$ cat src/hw/rtl/ftpht_pkg.sv
// Shared constants, types and hash multiplier for the profiler hash table.
// No dependencies.
package ftpht_pkg;
    localparam int TABLE_SLOTS  = 1024;
    localparam int THREAD_COUNT = 16;
    localparam int SLOT_W   = $clog2(TABLE_SLOTS);
    localparam int THR_W    = (THREAD_COUNT > 1) ? $clog2(THREAD_COUNT) : 1;
    localparam int ENTRIES  = TABLE_SLOTS * THREAD_COUNT;
    localparam int ADDR_W   = $clog2(ENTRIES);
    localparam int DEPTH_W  = 16;
    // key(64) depth(16) recursed(1) start(64) total(64)
    localparam int ENTRY_W  = 64 + DEPTH_W + 1 + 64 + 64;
    localparam int CNT_W    = SLOT_W + 1;

    localparam logic [63:0] HASH_MUL = 64'h2127599bf4325c37;
    localparam logic [15:0] DEPTH_MAX = 16'hFFFF;

    localparam logic [1:0] ST_OK        = 2'd0;
    localparam logic [1:0] ST_FULL      = 2'd1;
    localparam logic [1:0] ST_NOT_FOUND = 2'd2;

    localparam logic CMD_ENTER = 1'b0;
    localparam logic CMD_EXIT  = 1'b1;

    typedef struct packed {
        logic [63:0]        key;
        logic [DEPTH_W-1:0] depth;
        logic               recursed;
        logic [63:0]        start;
        logic [63:0]        total;
    } t_entry;

    // controller -> datapath
    typedef struct packed {
        logic load;       // capture input beat
        logic clr_step;   // write zero entry during clearing pass
        logic hash_lo;    // first partial product
        logic hash_hi;    // remaining partial products, set home slot
        logic rd;         // issue slot read
        logic adv;        // step to next slot (miss)
        logic wr;         // write updated entry
        logic cnt_upd;    // update per-thread counters
        logic emit;       // drive result
        logic [1:0] status;
    } t_ctl;

    // datapath -> controller
    typedef struct packed {
        logic key_zero;
        logic cmd_exit;
        logic hit;
        logic empty;
        logic last_probe;
        logic clr_done;
    } t_sts;
endpackage

$ cat src/hw/rtl/ftpht_ctrl.sv
// Controller state machine: clearing pass, hash, probe loop, update, result.
// Depends on ftpht_pkg.
module ftpht_ctrl (
    input  logic            i_clk,
    input  logic            i_rst_n,
    input  logic            i_start,
    input  ftpht_pkg::t_sts i_sts,
    output ftpht_pkg::t_ctl o_ctl,
    output logic            o_busy,
    output logic            o_done
);
    typedef enum logic [2:0] {
        S_CLEAR, S_IDLE, S_HASH1, S_HASH2, S_READ, S_CHECK
    } t_state;

    t_state r_state;

    always_comb begin
        o_ctl = '0;
        o_ctl.status = ftpht_pkg::ST_OK;
        case (r_state)
            S_CLEAR: o_ctl.clr_step = 1'b1;
            S_IDLE:  o_ctl.load = i_start;
            S_HASH1: begin
                if (i_sts.key_zero) begin
                    o_ctl.emit = 1'b1;
                    o_ctl.status = ftpht_pkg::ST_NOT_FOUND;
                end else begin
                    o_ctl.hash_lo = 1'b1;
                end
            end
            S_HASH2: o_ctl.hash_hi = 1'b1;
            S_READ:  ;
            S_CHECK: begin
                if (i_sts.hit || (i_sts.empty && !i_sts.cmd_exit)) begin
                    o_ctl.wr = 1'b1;
                    o_ctl.cnt_upd = 1'b1;
                    o_ctl.emit = 1'b1;
                end else if (i_sts.empty) begin
                    o_ctl.emit = 1'b1;
                    o_ctl.status = ftpht_pkg::ST_NOT_FOUND;
                end else if (i_sts.last_probe) begin
                    o_ctl.adv = 1'b1;
                    o_ctl.cnt_upd = 1'b1;
                    o_ctl.emit = 1'b1;
                    o_ctl.status = i_sts.cmd_exit ? ftpht_pkg::ST_NOT_FOUND
                                                  : ftpht_pkg::ST_FULL;
                end else begin
                    o_ctl.adv = 1'b1;
                end
            end
            default: ;
        endcase
    end

    always_ff @(posedge i_clk) begin
        if (!i_rst_n) begin
            r_state <= S_CLEAR;
            o_busy  <= 1'b1;
            o_done  <= 1'b0;
        end else begin
            o_done <= o_ctl.emit;
            case (r_state)
                S_CLEAR: if (i_sts.clr_done) begin
                    r_state <= S_IDLE;
                    o_busy  <= 1'b0;
                end
                S_IDLE: if (i_start) begin
                    r_state <= S_HASH1;
                    o_busy  <= 1'b1;
                end
                S_HASH1: begin
                    r_state <= i_sts.key_zero ? S_IDLE : S_HASH2;
                    o_busy  <= ~i_sts.key_zero;
                end
                S_HASH2: r_state <= S_READ;
                S_READ:  r_state <= S_CHECK;
                S_CHECK: begin
                    if (o_ctl.emit) begin
                        r_state <= S_IDLE;
                        o_busy  <= 1'b0;
                    end else begin
                        r_state <= S_READ;
                    end
                end
                default: r_state <= S_IDLE;
            endcase
        end
    end
endmodule

$ cat config.mk
export PLATFORM = sky130hd
export DESIGN_NAME = ftpht_ctrl
export DESIGN_NICKNAME = d
export VERILOG_FILES = /design/src/hw/rtl/ftpht_pkg.sv /design/src/hw/rtl/ftpht_ctrl.sv
export SDC_FILE = /design/constraint.sdc
export NUM_CORES = 1
export LEC_CHECK = 0
export BUFFER_PORTS_ARGS = -buffer_cell sky130_fd_sc_hd__buf_4
export CAP_MARGIN = 20
export CORE_AREA = 4 4 41 43
export CTS_CLUSTER_DIAMETER = 200
export DETAILED_ROUTE_END_ITERATION = 6
export DIE_AREA = 0 0 45 47
export PLACE_DENSITY = 0.67
export SETUP_SLACK_MARGIN = 0.5
export SLEW_MARGIN = 20
export SYNTH_ARGS = -nofsm -noshare
export SYNTH_HDL_FRONTEND = slang
export SYNTH_SLANG_ARGS = --single-unit
$ cat constraint.sdc
create_clock -name i_clk -period 1.9 [get_ports i_clk]
set_input_delay 0.19 -clock i_clk [delete_from_list [all_inputs] [get_ports i_clk]]
set_output_delay 0.19 -clock i_clk [all_outputs]
set_load 0.05 [all_outputs]
# Word-level counts from Yosys, hierarchy flattened
# Index checks and enable logic that the tools add are counted.
word_totals:
  ff_bits: 5
  inputBits: 9
  output_inout_bits: 13
  elab_cells: 45
op_classes:
  n_eq_ne: 8
  n_mux: 26
  bitwise: 1
  reduce_logical: 7
op_table:
  columns: ["operator", "n"]
  rows:
  - ["two-way mux 3 bit", 6]
  - ["one-hot mux 3 bit (6 select lines)", 1]
  - ["two-way mux 1 bit", 12]
  - ["two-way mux 2 bit", 4]
  - ["== test 3 x 2 -> 1 bit (second input constant)", 2]
  - ["== test 3 bit (second input constant)", 2]
  - ["inequality test 2 bit (second input constant)", 3]
  - ["one-hot mux 3 bit (2 select lines)", 1]
  - ["two-way mux 4 bit", 1]
  - ["one-hot mux 1 bit (4 select lines)", 1]
  - ["AND reduction 4 bit", 1]
  - ["nonzero test 4 bit", 1]
  - ["== test 3 x 1 -> 1 bit (second input constant)", 1]
  - ["logical NOT 3 bit", 1]
  - ["AND reduction 2 bit", 1]
  - ["logical AND 1 bit", 1]
  - ["logical NOT 1 bit", 1]
  - ["logical OR 1 bit", 1]
  - ["inverter 1 bit", 1]

# Depth between registers and ports, before layout
logic_depth:
  word_depth: 7
  depth_mapped: 5
  mapped_depth_nobuf: 4

# Least setup slack after synthesis
# No wires, ideal clock.
synth_path:
  kind: "register to output"
  startpoint: "reg r_state[2]"
  endpoint: "out o_ctl[1] (netlist name)"
  arrival_ps: 2270
  slack_ps: -560
  stages_incl_launch_ff: 4
  n_path_buf: 1
  path_cell_list: "dfxtp_1 -> buf_2 -> nand3b_4 -> o41ai_1"
synth_lines:
  columns: ["element", "line_no", "text"]
  rows:
  - ["from (decl)", "ftpht_ctrl.sv:16", "t_state r_state;"]
  - ["from (signal assigned)", "ftpht_ctrl.sv:73", "r_state <= i_sts.key_zero ? S_IDLE : S_HASH2;"]
  - ["to (decl)", "ftpht_ctrl.sv:8", "output ftpht_pkg::t_ctl o_ctl,"]

==> impl_metrics.yaml <==
routing:
  ant_nets: 0
  routedWlPerCell_um: 14.4
  drc: 0
  viasPerCell: 5.11
  drtPass1Iterations: 4
  drt-total-wl_um: 1300
  vias: 460
  drtIter0Drc: 11
logic_synthesis:
  ys.flop_type: "dfxtp_1"
  synth_fa_ha_area_share_pct: 0
  synthCells: 48
  ys_seq_area_share_pct: 25.6
  synth_fp_nets: 57
  synth_async_sr_flop_share_pct: 0
  syn-mean-instance-area_um2: 8.16
  synth_top_family_by_area: "simple AND/OR/NAND/NOR gates"
  synth_compound_area_share_pct: 23.6
  synth-simple-area-share_pct: 41.9
  synth-seq-cells: 5
  synthXorXnorAreaFrac_pct: 0
  synth_edf_count: 0
  ys_warn_count: 0
  synth_area_um2: 392
  yosys-mux-area-fraction_pct: 0
  ys_types: 28
setup_path:
  critPathKind: "reg -> out"
  r2r_setup_slack_ns: 0.63
  critical_path_required_ns: 1.71
  cp-end-kind: "output port"
  crit_path_max_fanout: 6
  arrival_ns: 1.29
  critPathLaunchType: "flip-flop"
sta:
  fin_crit_ns: 1.48
  period_share_pct: 77.9
  setup_violations: 0
  hold_viol_final: 0
  maxSlewViolCount: 0
  setup_ws_ns: 0.421
  tns_ns: 0
  finalClockSkew_ns: 0.00434
  fmax_ghz: 0.676
  rsz0062_at_grt: "true"
floorplan:
  start_util_pct: 30.1
  io-pin-count: 22
  num_rows: 13
  core-area_um2: 1300
  die-area_um2: 2120
  die_h_um: 47
  die_x_um: 45
layout:
  drive_gt1_share_pct: 62.7
  fillCellCount: 123
  antennaDiodeCount: 0
  fin_util_pct: 54.9
  final_common_cell: "buf_4"
  final_cell_count_no_fill: 90
  syn_to_final_growth_pct: 82.4
  nNetsFinal: 85
  mostFrequentLayoutCells: "buf_4, buf_6, nor2_1"
  stdcell_area_um2: 714
cts:
  numCtsBuffers: 3
  clockBufferDepth: 2
  cts-root-buf: "clkbuf_4"
  htreeDepth: 1
  cts_tree: "built"
  clk_pin_slew_worst_paths_ns: 0.04
  cts_sinks: 5
  ctsHoldBuffers: 0
  clk_latency_ns: 0.25
global_routing:
  antenna_found_initial: 0
  gr-usage-all-layers_pct: 12.7
  grt_max_degree: 11
  grt-ovfl-total: 0
  grt_pass1_wl_um: 1870
  grt_pass1_vias: 429
placement:
  dp.cells: 80
  place_congestion: 0.775
  dp_hpwl_um: 858
  postPlaceCellArea_um2: 582
  dp_worst_setup_slack_ns: 0.526
  portBuffers: 20
power_and_ir_drop:
  ir_drop_mv: 0.276
  power.leakage_uw: 0.000348
  cellPowerDensity_nw_per_um2: 552
run:
  maxCapViolCount: 0
worst_hold_path:
  min-delay-path-class: "in -> reg"
run_status:
  status: "finished clean"
==> layer usage <==
layer / vias up / global-route usage (%) / share of wire [%]
li1: 226 / - / -
met1: 216 / 14.8 / 41
met2: 16 / 19.8 / 52
met3: 2 / 5.75 / 5.5
met4: 0 / 6.43 / 1.3
met5: - / 0 / 0
==> final cells by class <==
type | count | area, um2 | area share [%]
multi-input combinational | 37 | 314 | 44.0
timing repair buffer | 26 | 233 | 32.6
sequential | 5 | 111 | 15.6
clock buffer | 4 | 26.3 | 3.68
tap | 15 | 18.8 | 2.63
inverter | 3 | 11.3 | 1.58
==> cells by family (layout without fill, tap and decap cells) <==
logic type / count (synthesis) / in the layout
and+or+nand+nor: 24 / 24
buffers and inverters: 6 / 33
AOI/OAI and AO/OA: 12 / 12
DFF: 5 / 5
other: 1 / 1
==> per-stage QoR <==
stage               hold slack, ns  total power, uW
finish                       0.184              395
global route                 0.180              416
CTS                          0.180              387
detailed placement           0.440              254
global placement             0.433              251
floorplan                    0.308              215
==> worst max-delay path: stages (launching register included) <==
cell and delay (ns):
dfxtp_4 0.36, nand3b_4 0.20, nor3_4 0.14, and3_4 0.20, buf_8 0.14
==> cell usage after synthesis, drive strengths merged (2+ instances only) <==
cell | number | area (um2)
buf | 3 | 20.0
inv | 3 | 11.3
nor2 | 7 | 28.8
nand3 | 2 | 10.0
a21oi | 2 | 10.0
and3 | 3 | 20.0
a211oi | 2 | 15.0
o21ai | 2 | 10.0
nand2b | 3 | 18.8
nor3 | 5 | 46.3
dfxtp | 5 | 100
==> final timing paths <==
path | cells past startpoint | endpoint | startpoint
max | 4 | o_ctl[0] | r_state[1]$_SDFFE_PN0P_
min reg2reg | 2 | o_busy$_SDFFE_PN1P_ | o_busy$_SDFFE_PN1P_
min | 2 | o_done$_SDFF_PN0_ | i_rst_n
max reg2reg | 5 | o_busy$_SDFFE_PN1P_ | r_state[1]$_SDFFE_PN0P_
==> where the power goes <==
| part | switching, uW | internal, uW |
|---|---|---|
| Clock | 49.5 | 79.8 |
| Sequential | 11.5 | 111 |
| Combinational | 86.6 | 55.8 |
==> state kept, by name (all words and copies together), names as in the netlist <==
register / flops
o_busy: 1
o_done: 1
r_state: 3
==> what timing repair did <==
| action | 4_1_cts | 5_1_grt |
|---|---|---|
| pin swaps | 3 | 2 |
| gates resized for setup | 13 | 4 |
| setup endpoints to repair | 8 | 9 |
| setup buffers | 4 | 2 |
No activity file was read; power rests on OpenSTA's default activity.
